--- config.mk ---
export PLATFORM = sky130hd
export DESIGN_NAME = bpr_cfg
export DESIGN_NICKNAME = d
export VERILOG_FILES = /design/src/bpr_pkg.sv /design/src/bpr_cfg.sv
export SDC_FILE = /design/constraint.sdc
export NUM_CORES = 1
export LEC_CHECK = 0
export BUFFER_PORTS_ARGS = -buffer_cell sky130_fd_sc_hd__buf_2
export CAP_MARGIN = 20
export CELL_PAD_IN_SITES_DETAIL_PLACEMENT = 2
export CELL_PAD_IN_SITES_GLOBAL_PLACEMENT = 2
export CORE_UTILIZATION = 26
export CTS_CLUSTER_DIAMETER = 30
export DETAILED_ROUTE_END_ITERATION = 8
export HOLD_SLACK_MARGIN = 0.05
export PLACE_DENSITY = 0.72
export SYNTH_ARGS = -nofsm -noshare
export SYNTH_HDL_FRONTEND = slang
export SYNTH_SLANG_ARGS = --single-unit
export TNS_END_PERCENT = 100
--- constraint.sdc ---
create_clock -name i_clk -period 5.3 [get_ports i_clk]
set_input_delay 0.53 -clock i_clk [delete_from_list [all_inputs] [get_ports i_clk]]
set_output_delay 0.53 -clock i_clk [all_outputs]
set_load 0.01 [all_outputs]
--- src/bpr_pkg.sv ---
// ---------------------------------------------------------------------------
// BMP pixel converter package
// Shared types, codes and helper functions for the pixel to RGBA converter.
// ---------------------------------------------------------------------------
package bpr_pkg;

    localparam int PALETTE_DEPTH_DEF = 256;
    localparam int QUEUE_DEPTH       = 4;
    localparam int NUM_CH            = 4;
    localparam int Q_BITS            = 8;
    localparam int DIV_W             = 33;
    localparam int REM_W             = DIV_W + Q_BITS;
    localparam int ADDR_W            = 5;

    localparam int CH_RED   = 0;
    localparam int CH_GREEN = 1;
    localparam int CH_BLUE  = 2;
    localparam int CH_ALPHA = 3;

    typedef enum logic [2:0] {
        MODE_PAL8     = 3'd0,
        MODE_RGB24    = 3'd1,
        MODE_ARGB32   = 3'd2,
        MODE_RGB555   = 3'd3,
        MODE_BITFIELD = 3'd4
    } t_mode;

    typedef enum logic [2:0] {
        REG_SOURCE_MODE   = 3'd0,
        REG_RGBA_ORDER    = 3'd1,
        REG_RED_MASK      = 3'd2,
        REG_GREEN_MASK    = 3'd3,
        REG_BLUE_MASK     = 3'd4,
        REG_ALPHA_MASK    = 3'd5,
        REG_ALPHA_ENABLED = 3'd6
    } t_reg;

    typedef enum logic {
        OP_CONVERT   = 1'b0,
        OP_PAL_WRITE = 1'b1
    } t_op;

    typedef struct packed {
        logic        command;
        logic [31:0] pixel_bits;
        logic        first_of_image;
        logic [7:0]  palette_index;
        logic [23:0] palette_color;
    } t_in_item;

    typedef struct packed {
        logic [7:0] out_byte0;
        logic [7:0] out_byte1;
        logic [7:0] out_byte2;
        logic [7:0] out_byte3;
        logic       alpha_seen;
    } t_out_item;

    typedef struct packed {
        t_op         op;
        logic [31:0] pixel;
        logic        first;
        logic [7:0]  pal_index;
        logic [23:0] pal_color;
    } t_qent;

    typedef struct packed {
        logic full;
        logic empty;
    } t_qstat;

    typedef struct packed {
        logic [2:0]                   mode;
        logic                         order;
        logic                         alpha_en;
        logic [NUM_CH-1:0][31:0]      mask;
        logic [NUM_CH-1:0][4:0]       tz;
        logic [NUM_CH-1:0][DIV_W-1:0] d2;
        logic [NUM_CH-1:0]            zero;
    } t_cfg;

    function automatic logic [4:0] f_low_bit(input logic [31:0] m);
        logic [4:0] pos;
        pos = '0;
        for (int i = 31; i >= 0; i--) begin
            if (m[i]) begin
                pos = 5'(i);
            end
        end
        return pos;
    endfunction

    function automatic logic [4:0] f_high_bit(input logic [31:0] m);
        logic [4:0] pos;
        pos = '0;
        for (int i = 0; i < 32; i++) begin
            if (m[i]) begin
                pos = 5'(i);
            end
        end
        return pos;
    endfunction

    function automatic logic [DIV_W-1:0] f_divisor(input logic [31:0] m);
        logic [5:0]  span;
        logic [32:0] ones;
        span = 6'(f_high_bit(m)) - 6'(f_low_bit(m)) + 6'd1;
        ones = (33'd1 << span) - 33'd1;
        return {ones[31:0], 1'b0};
    endfunction

endpackage

--- src/bpr_cfg.sv ---
// ---------------------------------------------------------------------------
// Configuration registers
// APB register file; derives the mask shift and divisor when a mask is written.
// ---------------------------------------------------------------------------
module bpr_cfg (
    input  logic                        i_clk,
    input  logic                        i_rst_n,
    input  logic                        psel,
    input  logic                        penable,
    input  logic                        pwrite,
    input  logic [bpr_pkg::ADDR_W-1:0]  paddr,
    input  logic [31:0]                 pwdata,
    output logic [31:0]                 prdata,
    output logic                        pready,
    output bpr_pkg::t_cfg               o_cfg
);
    logic                                          w_wr;
    logic [2:0]                                    w_idx;
    logic [2:0]                                    r_mode;
    logic                                          r_order;
    logic                                          r_alpha_en;
    logic [bpr_pkg::NUM_CH-1:0][31:0]              r_mask;
    logic [bpr_pkg::NUM_CH-1:0][4:0]               r_tz;
    logic [bpr_pkg::NUM_CH-1:0][bpr_pkg::DIV_W-1:0] r_d2;
    logic [bpr_pkg::NUM_CH-1:0]                    r_zero;
    logic [1:0]                                    w_ch;

    assign pready = 1'b1;
    assign w_wr   = psel && penable && pwrite;
    assign w_idx  = paddr[4:2];
    assign w_ch   = 2'(w_idx - 3'(bpr_pkg::REG_RED_MASK));

    always_ff @(posedge i_clk) begin
        if (!i_rst_n) begin
            r_mode     <= 3'(bpr_pkg::MODE_RGB24);
            r_order    <= 1'b0;
            r_alpha_en <= 1'b0;
            r_mask     <= '0;
            r_tz       <= '0;
            r_d2       <= '0;
            r_zero     <= '1;
        end else if (w_wr) begin
            unique case (w_idx)
                bpr_pkg::REG_SOURCE_MODE:   r_mode <= pwdata[2:0];
                bpr_pkg::REG_RGBA_ORDER:    r_order <= pwdata[0];
                bpr_pkg::REG_ALPHA_ENABLED: r_alpha_en <= pwdata[0];
                bpr_pkg::REG_RED_MASK, bpr_pkg::REG_GREEN_MASK,
                bpr_pkg::REG_BLUE_MASK, bpr_pkg::REG_ALPHA_MASK: begin
                    r_mask[w_ch] <= pwdata;
                    r_tz[w_ch]   <= bpr_pkg::f_low_bit(pwdata);
                    r_d2[w_ch]   <= bpr_pkg::f_divisor(pwdata);
                    r_zero[w_ch] <= (pwdata == 32'd0);
                end
                default: ;
            endcase
        end
    end

    always_comb begin
        unique case (w_idx)
            bpr_pkg::REG_SOURCE_MODE:   prdata = {29'd0, r_mode};
            bpr_pkg::REG_RGBA_ORDER:    prdata = {31'd0, r_order};
            bpr_pkg::REG_ALPHA_ENABLED: prdata = {31'd0, r_alpha_en};
            bpr_pkg::REG_RED_MASK, bpr_pkg::REG_GREEN_MASK,
            bpr_pkg::REG_BLUE_MASK, bpr_pkg::REG_ALPHA_MASK: prdata = r_mask[w_ch];
            default: prdata = 32'd0;
        endcase
    end

    always_comb begin
        o_cfg.mode     = r_mode;
        o_cfg.order    = r_order;
        o_cfg.alpha_en = r_alpha_en;
        o_cfg.mask     = r_mask;
        o_cfg.tz       = r_tz;
        o_cfg.d2       = r_d2;
        o_cfg.zero     = r_zero;
    end
endmodule

==> metrics.log, run 1 <==
[metrics] Std-Cell Rows: 80
[metrics] Synth Area in Compound Gates: 0.219
[metrics] reg2reg end: o_cfg[46]
[metrics] sequential fraction of the synthesis area: 0.447
[metrics] Avg Cell Area, Syn: between 8 and 9 um^2
[metrics] class of the worst hold path: input port to register
[metrics] leakage power of the design: about 8 nW
[metrics] Post-Synth Simple-Gate Area: 0.195
[metrics] pin count of the biggest net entering global routing: about 120
[metrics] CTS Root Cell: sky130_fd_sc_hd__clkbuf_16
[metrics] number of hold violations in the final report: 0
[metrics] final instance area: around 0.018 mm^2
[metrics] dominant synthesized flop cell: sky130_fd_sc_hd__dfxtp_1
[metrics] launch point of the worst hold path: pwdata[15]
[metrics] total routing resource utilization after global routing: 0.236
[metrics] post-synthesis instance area: ~0.013 mm^2
[metrics] required time reported for the critical path endpoint: ~5.7 ns
[metrics] portion of synthesized cell area occupied by the leading cell type: 0.447
[metrics] post-CTS clock slew at the launch and capture registers of the worst setup and hold paths: roughly 0.040 ns
[metrics] number of optimization iterations in the first detailed-route pass: 5
[metrics] PortBufs: approximately 360
[metrics] number of pins with negative max-slew slack in the final report: 0
[metrics] unrepaired setup endpoints after global routing: no
[metrics] average wire per cell in the routed design: 22.9 um
[metrics] Residual DRC: 0
[metrics] final wirelength: a little under 60,000 um
[metrics] later-pin clock latency in the skew report: ~0.6 ns
[metrics] post-place instance area: around 0.015 mm^2
[metrics] first-pass GRT wire length: between 80,000 and 90,000 um
[metrics] maximum fanout encountered on the critical timing path: 8
[metrics] max-cap viol count: 0
[metrics] clock tree from TritonCTS: done
[metrics] slowest cell on the critical path: sky130_fd_sc_hd__fa_1
[metrics] worst flop-to-flop path startpoint: o_cfg[46]
[metrics] number of instances in the synthesized netlist: between 1,500 and 2,000
[metrics] share of the cycle needed by the critical path after routing: 0.937
[metrics] run status: finished clean
[metrics] worst-margin pin slew: roughly 1.1 ns
[metrics] met3 wirelength from detailed routing: 2740 um
[metrics] Worst Hold Margin: 0.253 ns
[metrics] mux contribution to synthesized area: 0.0597
[metrics] final weighted congestion in routability-driven placement: approximately 0.85
[metrics] start-to-end type of the worst setup path: input port to register
[metrics] biggest area consumer among synthesized cells: sky130_fd_sc_hd__dfxtp_1
[metrics] instance count along the most critical hold path: 3
[metrics] global-route congestion overflow total: 0
[metrics] initial DRC count: roughly 540
[metrics] Horiz. Die Dim: between 200 and 250 um
[metrics] reg-to-reg slack, setup: 4.47 ns
[metrics] tightest slew margin relative to the limit: 0.296
[metrics] Vias/cell: 5.09
[metrics] flip-flop and latch count after synthesis: 285
[metrics] maximum buffer depth of the clock tree: 3
[metrics] core footprint: just under 0.05 mm^2
[metrics] largest clock skew in the final design: 0 ns
[metrics] DIE HEIGHT: 223 um
[metrics] Via Count: 13,237
[metrics] power per cell area: around 450 mW/mm^2
[metrics] Post-synth top cells: sky130_fd_sc_hd__nand2_1, sky130_fd_sc_hd__dfxtp_1, sky130_fd_sc_hd__a21oi_1
[metrics] number of nets in the final layout: between 1,500 and 2,000
[metrics] Final Setup Violations: 0
[metrics] largest family of logic cells by synthesized area: compound AO/OA/AOI/OAI gates
[metrics] met1 WL: between 20,000 and 30,000 um
[metrics] layout overhead on the synthesized area: 43.7%
[metrics] Critical Path Max Stage Delay: approximately 0.41 ns
[metrics] Area contributors post-synth: sky130_fd_sc_hd__dfxtp_1, sky130_fd_sc_hd__nand2_1, sky130_fd_sc_hd__a21oi_1, sky130_fd_sc_hd__mux4_2, sky130_fd_sc_hd__clkbuf_1
[metrics] HPWL after detailed placement: 40,300 um
[metrics] dominant delay contributor by cell family on the critical path: compound AO/OA/AOI/OAI gates
[metrics] worst-case setup slack after placement: -0.492 ns
[metrics] logic depth of the worst setup path including buffers: 24
[metrics] maximum vdd drop: approximately 0.18 mV
[metrics] Design Power: roughly 8.2 mW
[metrics] length of routed met2 wiring: between 20,000 and 30,000 um
[metrics] most common cell in the synthesized netlist: sky130_fd_sc_hd__nand2_1
[metrics] crit path cell chain: buf_2 -> or2_2 -> o21ai_1 -> a21boi_0 -> o31ai_1 -> a31oi_1 -> o31ai_1 -> a21boi_0 -> ha_1 -> inv_1 -> ha_1 -> fa_1 -> buf_4 -> a221o_2 -> o22ai_4 -> nand2_1 -> or3_1 -> ha_2 -> buf_4 -> nand4_1 -> o21ai_1 -> buf_4 -> o21ai_1 -> a31oi_1
[metrics] vias in the first global route: 14,336
[metrics] Initial Util: 0.265
[metrics] number of I/O pins: 364
[metrics] count of flip-flops with a built-in enable after synthesis: 0
[metrics] end point of the most critical hold path: o_cfg[235]
[metrics] topmost layer with routed signal wires: met5
[metrics] sinks on the clock net: between 200 and 300
[metrics] antenna-violating nets left: 0
[metrics] arrival time of the worst setup path: roughly 5.4 ns
[metrics] clock buffer count from CTS: 80
[metrics] maximum clock rate: 0.201 GHz
[metrics] xor/xnor share of the synthesized area: 0.00530
[metrics] fraction of layout cells with a size suffix above 1: 0.340
[metrics] DIE AREA: 0.0499 mm^2
[metrics] maximum level of the CTS H-tree: 3
[metrics] nature of the critical path startpoint: input port
[metrics] final worst slack: ~0.33 ns
[metrics] initial antenna violation count: 4
[metrics] combined buffer and inverter count along the critical path: 5
[metrics] shortest clock period the worst path allows after layout: 4.97 ns
[metrics] kind of end point of the critical path: register
[metrics] cells on worst reg2reg path: 2
[metrics] Yosys Warn Count: 0
[metrics] asr flop ratio synth: 0
[metrics] number of distinct library cell variants in the gate-level netlist after synthesis: 87
[metrics] post-synthesis adder-cell area fraction: 0.0114
## cell type report
class | count | area (um^2)
fill | 5365 | 29700
multi-input combinational | 1082 | 6330
sequential | 285 | 5710
timing repair buffer | 449 | 2480
clock buffer | 100 | 2200
tap | 615 | 769
clock inverter | 46 | 746
inverter | 23 | 91.3
antenna | 2 | 5.00
## metrics by stage
step / cells / util / setup TNS [ns]
detailed placement: 2454 / 0.320 / -18.16
floorplan: 1543 / - / 0
global placement: 2454 / 0.320 / -13.81
CTS: 2600 / 0.381 / 0
finish: 2602 / 0.381 / 0
global route: 2602 / 0.381 / 0
## placed cells by master, fill, tap and decap left out, types with 7 or more instances in the layout
cell type,count
sky130_fd_sc_hd__nor2_1,96
sky130_fd_sc_hd__ha_1,9
sky130_fd_sc_hd__clkbuf_8,12
sky130_fd_sc_hd__clkbuf_16,80
sky130_fd_sc_hd__a31oi_1,8
sky130_fd_sc_hd__a21oi_1,241
sky130_fd_sc_hd__and3_1,9
sky130_fd_sc_hd__o211ai_1,7
sky130_fd_sc_hd__dfxtp_1,285
sky130_fd_sc_hd__nor4_1,7
sky130_fd_sc_hd__mux4_2,32
sky130_fd_sc_hd__buf_2,355
sky130_fd_sc_hd__a211oi_1,55
sky130_fd_sc_hd__bufinv_16,17
sky130_fd_sc_hd__nand3_1,15
sky130_fd_sc_hd__clkinv_2,13
sky130_fd_sc_hd__o31ai_1,9
sky130_fd_sc_hd__o21ai_0,58
sky130_fd_sc_hd__nor3_1,19
sky130_fd_sc_hd__inv_1,21
sky130_fd_sc_hd__and2_1,29
sky130_fd_sc_hd__clkbuf_1,8
sky130_fd_sc_hd__buf_4,94
sky130_fd_sc_hd__nand2_1,361
## worst reg2reg max path, stage by stage, from the launching register on
cell and delay [ns]:
sky130_fd_sc_hd__dfxtp_1 0.34, sky130_fd_sc_hd__nor2_1 0.07, sky130_fd_sc_hd__a211oi_1 0.31
## registers in the layout, indices dropped and copies added (netlist names)
name / cells
r_mode: 3
r_zero: 4
r_alpha_en: 1
r_order: 1
o_cfg: 276
## cell families after synthesis
| logic type | after synthesis |
|---|---|
| adders and majority gates | 11 |
| buffers and inverters | 176 |
| other | 2 |
| AOI/OAI and AO/OA | 447 |
| xor gates and xnor gates | 6 |
| DFF | 285 |
| muxes | 36 |
| and+or+nand+nor | 577 |
## routing by layer
metal / GRT usage / vias to the layer above
li1: - / 6093
met1: 0.299 / 6704
met2: 0.397 / 337
met3: 0.0519 / 101
met4: 0.0782 / 2
met5: 0 / -
## how the worst max path moves through the flow
stage | from | slack [ns] | end
2_1_floorplan | pwdata[30] | 0.05 | o_cfg[75]
3_3_place_gp | pwdata[4] | -0.33 | o_cfg[25]
3_5_place_dp | pwdata[4] | -0.49 | o_cfg[58]
4_1_cts | pwdata[31] | 0.13 | o_cfg[58]
5_1_grt | pwdata[4] | 0.002 | o_cfg[93]
6_report | pwdata[4] | 0.33 | o_cfg[93]
## report_power, final
part	internal (mW)	switching [mW]	leakage, nW
registers	2.17	0.0147	2.30
clock network	3.75	1.49	1.43
logic	0.254	0.508	4.07
## timing repair
item,CTS,global route
resized for setup,0,5
hold buffers,0,0
setup endpoints to repair,0,52
setup buffers,0,0
No activity file was read; power rests on OpenSTA's default activity.
==> inputs of run 2 (changes only) <==
REMOVE_ABC_BUFFERS = 1   (was unset)
==> run 2 against run 1 <==
Compared with the run above: global-route usage is 0.98 points lower; maximum frequency is 1.1% higher; total power is 0.13% lower; utilization is 0.062 points higher; worst setup slack better by 0.056 ns; clock skew stayed put.
==> metrics.log, run 2 (synthesized netlist as in run 1, its figures left out) <==
[metrics] run status: finished clean
[metrics] number of hold violations in the final report: 0 (unchanged)
[metrics] DIE AREA: 0.0499 mm^2 (unchanged)
[metrics] nature of the critical path startpoint: input port
[metrics] leakage power of the design: 7.84 nW (+0.43%)
[metrics] worst flop-to-flop path startpoint: o_cfg[142]
[metrics] final wirelength: 57,500 um (-3.6%)
[metrics] layout overhead on the synthesized area: 44.0%
[metrics] Horiz. Die Dim: 223 um (unchanged)
[metrics] kind of end point of the critical path: register
[metrics] Most common cell on crit path: sky130_fd_sc_hd__ha_1
[metrics] dominant delay contributor by cell family on the critical path: compound AO/OA/AOI/OAI gates
[metrics] arrival time of the worst setup path: 5.37 ns (-0.02 ns)
[metrics] required time reported for the critical path endpoint: 5.76 ns (+0.04 ns)
[metrics] share of the cycle needed by the critical path after routing: 0.927 (-0.0106)
[metrics] first-pass GRT wire length: 87,400 um (-2.8%)
[metrics] shortest clock period the worst path allows after layout: 4.91 ns (-0.0564 ns)
[metrics] Worst Hold Margin: 0.267 ns (+0.0141 ns)
[metrics] Std-Cell Rows: 80 (unchanged)
[metrics] largest clock skew in the final design: 0 ns (unchanged)
[metrics] combined buffer and inverter count along the critical path: 5 (unchanged)
[metrics] maximum fanout encountered on the critical timing path: 8 (unchanged)
[metrics] average wire per cell in the routed design: 22.0 um (-3.9%)
[metrics] number of nets in the final layout: 1,979 (+0.25%)
[metrics] slowest cell on the critical path: sky130_fd_sc_hd__a211oi_2
[metrics] global-route congestion overflow total: 0 (unchanged)
[metrics] maximum buffer depth of the clock tree: 3 (unchanged)
[metrics] # fillers: 5,358 (-0.13%)
[metrics] crit path cell chain: buf_2 -> or2_2 -> o21ai_0 -> a21boi_0 -> o31ai_1 -> a31oi_1 -> o31ai_1 -> a21boi_0 -> ha_1 -> inv_1 -> ha_1 -> fa_1 -> buf_4 -> a221o_2 -> o22ai_4 -> nand2_1 -> or3_1 -> ha_1 -> buf_4 -> clkinv_1 -> a311oi_1 -> a211oi_2 -> a21oi_1
[metrics] DIE HEIGHT: 223 um (unchanged)
[metrics] core utilization of the finished layout: 0.382 (+0.000625)
[metrics] sequential cell area in the final layout: 0.00571 mm^2 (unchanged)
[metrics] core footprint: 0.0480 mm^2 (unchanged)
[metrics] Vias/cell: 5.12 (+0.55%)
[metrics] area of the multi-input gates: 0.00631 mm^2 (-0.41%)
[metrics] launch point of the worst hold path: pwdata[20]
[metrics] number of I/O pins: 364 (unchanged)
[metrics] Critical Path Max Stage Delay: 0.41 ns (about the same)
[metrics] most used cells in the layout excluding fill and tap cells: sky130_fd_sc_hd__nand2_1, sky130_fd_sc_hd__buf_2, sky130_fd_sc_hd__dfxtp_1, sky130_fd_sc_hd__a21oi_1, sky130_fd_sc_hd__nor2_1
[metrics] class of the worst hold path: input port to register
[metrics] PortBufs: 356 (unchanged)
[metrics] Via Count: 13,341 (+0.79%)
[metrics] maximum level of the CTS H-tree: 3 (unchanged)
[metrics] HPWL after detailed placement: 37,700 um (-6.3%)
[metrics] pin count of the biggest net entering global routing: 137 (+13%)
[metrics] unrepaired setup endpoints after global routing: no
[metrics] vias in the first global route: 14,769 (+3.0%)
[metrics] initial DRC count: 539 (-0.74%)
[metrics] tightest slew margin relative to the limit: 0.395 (+0.0991)
[metrics] power per cell area: 446 mW/mm^2 (-0.30%)
[metrics] total routing resource utilization after global routing: 0.227 (-0.00977)
[metrics] initial antenna violation count: 0 (-4)
[metrics] antenna-violating nets left: 0 (unchanged)
[metrics] fraction of layout cells with a size suffix above 1: 0.337 (-0.00270)
[metrics] max-cap viol count: 0 (unchanged)
[metrics] Initial Util: 0.265 (unchanged)
[metrics] clock tree from TritonCTS: done
[metrics] maximum vdd drop: 0.218 mV (+21%)
[metrics] Residual DRC: 0 (unchanged)
[metrics] Final Setup Violations: 0 (unchanged)
[metrics] worst-margin pin slew: 0.908 ns (-0.147 ns)
[metrics] Crit. Startpoint: pwdata[4]
[metrics] final weighted congestion in routability-driven placement: 0.832 (-1.7%)
[metrics] number of optimization iterations in the first detailed-route pass: 4 (-1)
[metrics] maximum clock rate: 0.204 GHz (+1.1%)
[metrics] flip-flop count of the largest register after layout: 276 (unchanged)
[metrics] CTS Root Cell: sky130_fd_sc_hd__clkbuf_16
[metrics] sinks on the clock net: 285 (unchanged)
[metrics] start-to-end type of the worst setup path: input port to register
[metrics] most frequent standard cell in the layout excluding fill and tap cells: sky130_fd_sc_hd__nand2_1
[metrics] number of pins with negative max-slew slack in the final report: 0 (unchanged)
[metrics] clock buffer count from CTS: 84 (+5.0%)
[metrics] post-CTS clock slew at the launch and capture registers of the worst setup and hold paths: 0.04 ns (about the same)
[metrics] later-pin clock latency in the skew report: 0.60 ns (about the same)
[metrics] number of setup buffers added after CTS: 0 (unchanged)
run 2: changes by cell type in the layout (fill, tap and decap cells not counted), sizes merged:
cell / previous run / this run
clkinv: 22 / 23
clkinvlp: 5 / 1
clkbuf: 100 / 113
diode: 2 / 1
buf: 449 / 450
bufinv: 17 / 13
run 2: final cells by class:
cell class                      count  share of cell area
Multi-Input combinational cell   1082               0.343
Sequential cell                   285               0.311
Timing Repair Buffer              450               0.136
Clock buffer                      113               0.129
Tap cell                          615              0.0419
Clock inverter                     39              0.0337
Inverter                           23             0.00511
Antenna cell                        1            0.000136
run 2: what timing repair did:
action,CTS,global route
endpoints found under the setup margin,0,13
gates resized for setup,0,1
hold buffers,0,0
run 2: worst min-delay path: cells and delay by family:
family / cells / cell delay, ns
buffers and inverters: 1 / 0.16
AOI/OAI and AO/OA: 1 / 0.05
and+or+nand+nor: 1 / 0.08
run 2: power breakdown:
part	internal [mW]	switching [mW]
combinational	0.245	0.479
clock	3.74	1.53
sequential	2.17	0.0148
run 2: path summary, 6_finish.rpt:
path,depth (start not counted),to,slack (ns)
min reg2reg,2,o_cfg[98],0.46
max,23,o_cfg[83],0.39
min,3,o_cfg[272],0.27
max reg2reg,3,o_cfg[142],4.49
run 2: stage by stage:
step                area (um^2)  std cells  setup WS, ns  TNS, ns  total power, mW
global placement          15400       2455        -0.255    -9.81             2.93
global route              18400       2607        0.0788        0             8.44
CTS                       18400       2607         0.307        0             8.28
floorplan                 12100       1390         -2.97  -296.28             2.60
detailed placement        15400       2455        -0.312   -10.58             2.95
finish                    18400       2608         0.389        0             8.18
run 2: per-layer routing:
metal / part of all wire / vias up / GRT usage / wire (um)
met5: 0 / - / 0 / 0
met1: 0.41 / 6777 / 0.261 / 23700
met3: 0.060 / 97 / 0.0572 / 3440
met2: 0.50 / 382 / 0.400 / 28900
li1: - / 6085 / - / -
met4: 0.026 / 0 / 0.0882 / 1510
==> inputs of run 3 (changes only) <==
CORE_ASPECT_RATIO = 0.5   (was unset)
==> run 3 against run 2 <==
Compared with the run above: critical endpoint is now o_cfg[124]; global-route usage decreased by 1.3 points; combinational power decreased by 2%; the flow now finishes with violations (DRC); sequential power about the same; hold slack improved by 0.041 ns; highest routed layer unchanged; largest cell class unchanged; clock skew unchanged; first-iteration DRC count increased by 19%; via count decreased by 3.6%.
==> metrics.log, run 3 (synthesized netlist as in run 1, its figures left out) <==
[metrics] cells on worst reg2reg path: 2 (-1)
[metrics] maximum level of the CTS H-tree: 2 (-1)
[metrics] worst-case setup slack after placement: -0.236 ns (+0.0762 ns)
[metrics] number of pins with negative max-slew slack in the final report: 0 (unchanged)
[metrics] clock network fraction of design power: 0.544 (-0.100)
[metrics] number of I/O pins: 364 (unchanged)
[metrics] core utilization of the finished layout: 0.360 (-0.0217)
[metrics] run status: complete, but fails checks
[metrics] share of the cycle needed by the critical path after routing: 0.939 (+0.0120)
[metrics] Sw Ratio: 0.266 (+0.0188)
[metrics] max-cap viol count: 0 (unchanged)
[metrics] maximum buffer depth of the clock tree: 3 (unchanged)
[metrics] maximum clock rate: 0.201 GHz (-1.3%)
[metrics] most frequent standard cell in the layout excluding fill and tap cells: sky130_fd_sc_hd__nand2_1
[metrics] start-to-end type of the worst setup path: input port to register
[metrics] initial DRC count: 643 (+19%)
[metrics] antenna-violating nets left: 0 (unchanged)
[metrics] number of nets in the final layout: 1,937 (-2.1%)
[metrics] pin count of the biggest net entering global routing: 118 (-14%)
[metrics] tightest slew margin relative to the limit: 0.291 (-0.104)
[metrics] nature of the critical path startpoint: input port
[metrics] Vias/cell: 5.01 (-2.0%)
[metrics] layout overhead on the synthesized area: 34.7%
[metrics] global-route congestion overflow total: 0 (unchanged)
[metrics] number of optimization iterations in the first detailed-route pass: 6 (+2)
[metrics] clock buffer count from CTS: 52 (-38%)
[metrics] kind of end point of the critical path: register
[metrics] launch point of the worst hold path: pwdata[17]
[metrics] instance count along the most critical hold path: 3 (unchanged)
[metrics] final weighted congestion in routability-driven placement: 0.809 (-2.8%)
[metrics] HPWL after detailed placement: 37,700 um (-0.10%)
[metrics] Via Count: 12,858 (-3.6%)
[metrics] sinks on the clock net: 285 (unchanged)
[metrics] failing checks: DRC
[metrics] DIE HEIGHT: 159 um (-29%)
[metrics] Horiz. Die Dim: 315 um (+41%)
[metrics] Internal Pwr Total: 4.65 mW (-24%)
[metrics] Worst Hold Margin: 0.308 ns (+0.0407 ns)
[metrics] worst flop-to-flop path startpoint: o_cfg[71]
[metrics] Std-Cell Rows: 56 (-30%)
[metrics] leakage power of the design: 7.20 nW (-8.2%)
[metrics] total routing resource utilization after global routing: 0.213 (-0.0134)
[metrics] PortBufs: 356 (unchanged)
[metrics] most used cells in the layout excluding fill and tap cells: sky130_fd_sc_hd__nand2_1, sky130_fd_sc_hd__buf_2, sky130_fd_sc_hd__dfxtp_1, sky130_fd_sc_hd__a21oi_1, sky130_fd_sc_hd__nor2_1
[metrics] flip-flop count of the largest register after layout: 276 (unchanged)
[metrics] switching power: 1.69 mW (-17%)
[metrics] largest clock skew in the final design: 0 ns (unchanged)
[metrics] reg2reg end: o_cfg[71]
[metrics] class of the worst hold path: input port to register
[metrics] initial antenna violation count: 2 (+2)
[metrics] number of hold violations in the final report: 0 (unchanged)
[metrics] later-pin clock latency in the skew report: 0.56 ns (-0.04 ns)
[metrics] vias in the first global route: 13,489 (-8.7%)
[metrics] final wirelength: 55,000 um (-4.3%)
[metrics] Initial Util: 0.268 (+0.00223)
[metrics] post-CTS clock slew at the launch and capture registers of the worst setup and hold paths: 0.05 ns (about the same)
[metrics] required time reported for the critical path endpoint: 5.74 ns (-0.02 ns)
[metrics] reg-to-reg slack, setup: 4.47 ns (-0.02 ns)
[metrics] average wire per cell in the routed design: 21.4 um (-2.7%)
[metrics] DIE AREA: 0.0500 mm^2 (+0.11%)
[metrics] maximum vdd drop: 0.220 mV (+0.61%)
[metrics] clock tree from TritonCTS: done
[metrics] end point of the most critical hold path: o_cfg[269]
[metrics] power per cell area: 369 mW/mm^2 (-17%)
[metrics] Residual DRC: 4 (+4)
[metrics] core footprint: 0.0476 mm^2 (-0.83%)
[metrics] share of total power in combinational logic: 0.112 (+0.024)
[metrics] Final Setup Violations: 0 (unchanged)
[metrics] final worst slack: 0.325 ns (-0.0637 ns)
[metrics] first-pass GRT wire length: 82,800 um (-5.2%)
[metrics] power share of the sequential group: 0.344 (+0.076)
[metrics] shortest clock period the worst path allows after layout: 4.97 ns (+0.0637 ns)
[metrics] fraction of layout cells with a size suffix above 1: 0.322 (-0.0153)
[metrics] Crit. Startpoint: pwdata[26]
[metrics] maximum fanout encountered on the critical timing path: 8 (unchanged)
[metrics] CTS Root Cell: sky130_fd_sc_hd__clkbuf_16
[metrics] worst-margin pin slew: 1.06 ns (+0.155 ns)
[metrics] # fillers: 5,502 (+2.7%)
[metrics] arrival time of the worst setup path: 5.42 ns (+0.05 ns)
[run 3: cell count changes in the layout (fill, tap and decap cells not counted), moves of 2 or more]
| cell | delta |
|---|---|
| sky130_fd_sc_hd__clkbuf_16 | -32 |
| sky130_fd_sc_hd__clkbuf_1 | -11 |
| sky130_fd_sc_hd__buf_4 | -10 |
| sky130_fd_sc_hd__clkbuf_8 | -8 |
| sky130_fd_sc_hd__clkinv_2 | -7 |
| sky130_fd_sc_hd__bufinv_16 | -6 |
| sky130_fd_sc_hd__inv_6 | +6 |
| sky130_fd_sc_hd__clkinvlp_4 | +5 |
| sky130_fd_sc_hd__clkinv_8 | -3 |
| sky130_fd_sc_hd__clkinv_4 | +2 |
[run 3: per-layer routing]
| metal | vias up | track usage | part of all wire |
|---|---|---|---|
| li1 | 6007 | - | - |
| met1 | 6581 | 0.252 | 0.42 |
| met2 | 199 | 0.397 | 0.53 |
| met3 | 71 | 0.0281 | 0.029 |
| met4 | 0 | 0.0721 | 0.024 |
| met5 | - | 0 | 0 |
[run 3: how the worst max path moves through the flow]
| stage | end | slack (ns) | cells after the start |
|---|---|---|---|
| final | o_cfg[124] | 0.33 | 22 |
| after detailed placement | o_cfg[101] | -0.24 | 24 |
| after CTS | o_cfg[124] | 0.26 | 24 |
| after global routing | o_cfg[124] | -0.007 | 22 |
| after global placement | o_cfg[35] | -0.05 | 24 |
| after floorplan | o_cfg[10] | -2.97 | 3 |
[run 3: worst max-delay path: stages]
cell                       delay [ns]
sky130_fd_sc_hd__buf_2           0.11
sky130_fd_sc_hd__nor2_1          0.35
sky130_fd_sc_hd__o31ai_1         0.20
sky130_fd_sc_hd__a21boi_0        0.23
sky130_fd_sc_hd__o31ai_1         0.08
sky130_fd_sc_hd__a31oi_1         0.22
sky130_fd_sc_hd__nor4_2          0.07
sky130_fd_sc_hd__o21a_1          0.22
sky130_fd_sc_hd__ha_1            0.29
sky130_fd_sc_hd__inv_1           0.05
sky130_fd_sc_hd__ha_1            0.22
sky130_fd_sc_hd__fa_1            0.47
sky130_fd_sc_hd__buf_4           0.20
sky130_fd_sc_hd__xnor2_2         0.27
sky130_fd_sc_hd__nand2_1         0.16
sky130_fd_sc_hd__or3_1           0.38
sky130_fd_sc_hd__ha_1            0.28
sky130_fd_sc_hd__buf_4           0.20
sky130_fd_sc_hd__o211ai_2        0.15
sky130_fd_sc_hd__o21a_4          0.20
sky130_fd_sc_hd__o32ai_2         0.12
sky130_fd_sc_hd__o41ai_1         0.39
[run 3: what timing repair did]
| item | CTS | global route |
|---|---|---|
| buffers inserted | 0 | 0 |
| endpoints found under the setup margin | 0 | 45 |
| gates resized for setup | 0 | 6 |
| hold buffers | 0 | 0 |
[run 3: layout make-up]
type,instances,area (um^2),share of cell area
clock buffers,62,1410,0.0821
flip-flops and latches,285,5710,0.332
well taps,638,798,0.0465
diodes,2,5.00,0.000291
multi-input cells,1082,6330,0.369
repair buffers,440,2420,0.141
clock inverters,33,404,0.0235
inverters,23,91.3,0.00532
[run 3: power by group through the flow]
stage	Combinational (mW)	Sequential [mW]	Clock, mW
floorplan	0.364	2.23	0
global placement	0.694	2.22	0
detailed placement	0.705	2.22	0
CTS	0.713	2.18	3.52
global route	0.768	2.18	3.63
finish	0.713	2.18	3.45
[run 3: per-stage QoR]
stage	setup TNS, ns	instances	cell area (um^2)	power, mW
CTS	0	2563	17100	6.41
detailed placement	-6.58	2468	15300	2.93
global route	-0.0118	2565	17200	6.57
floorplan	-296.28	1390	12100	2.60
global placement	-0.398	2468	15300	2.92
finish	0	2565	17200	6.35
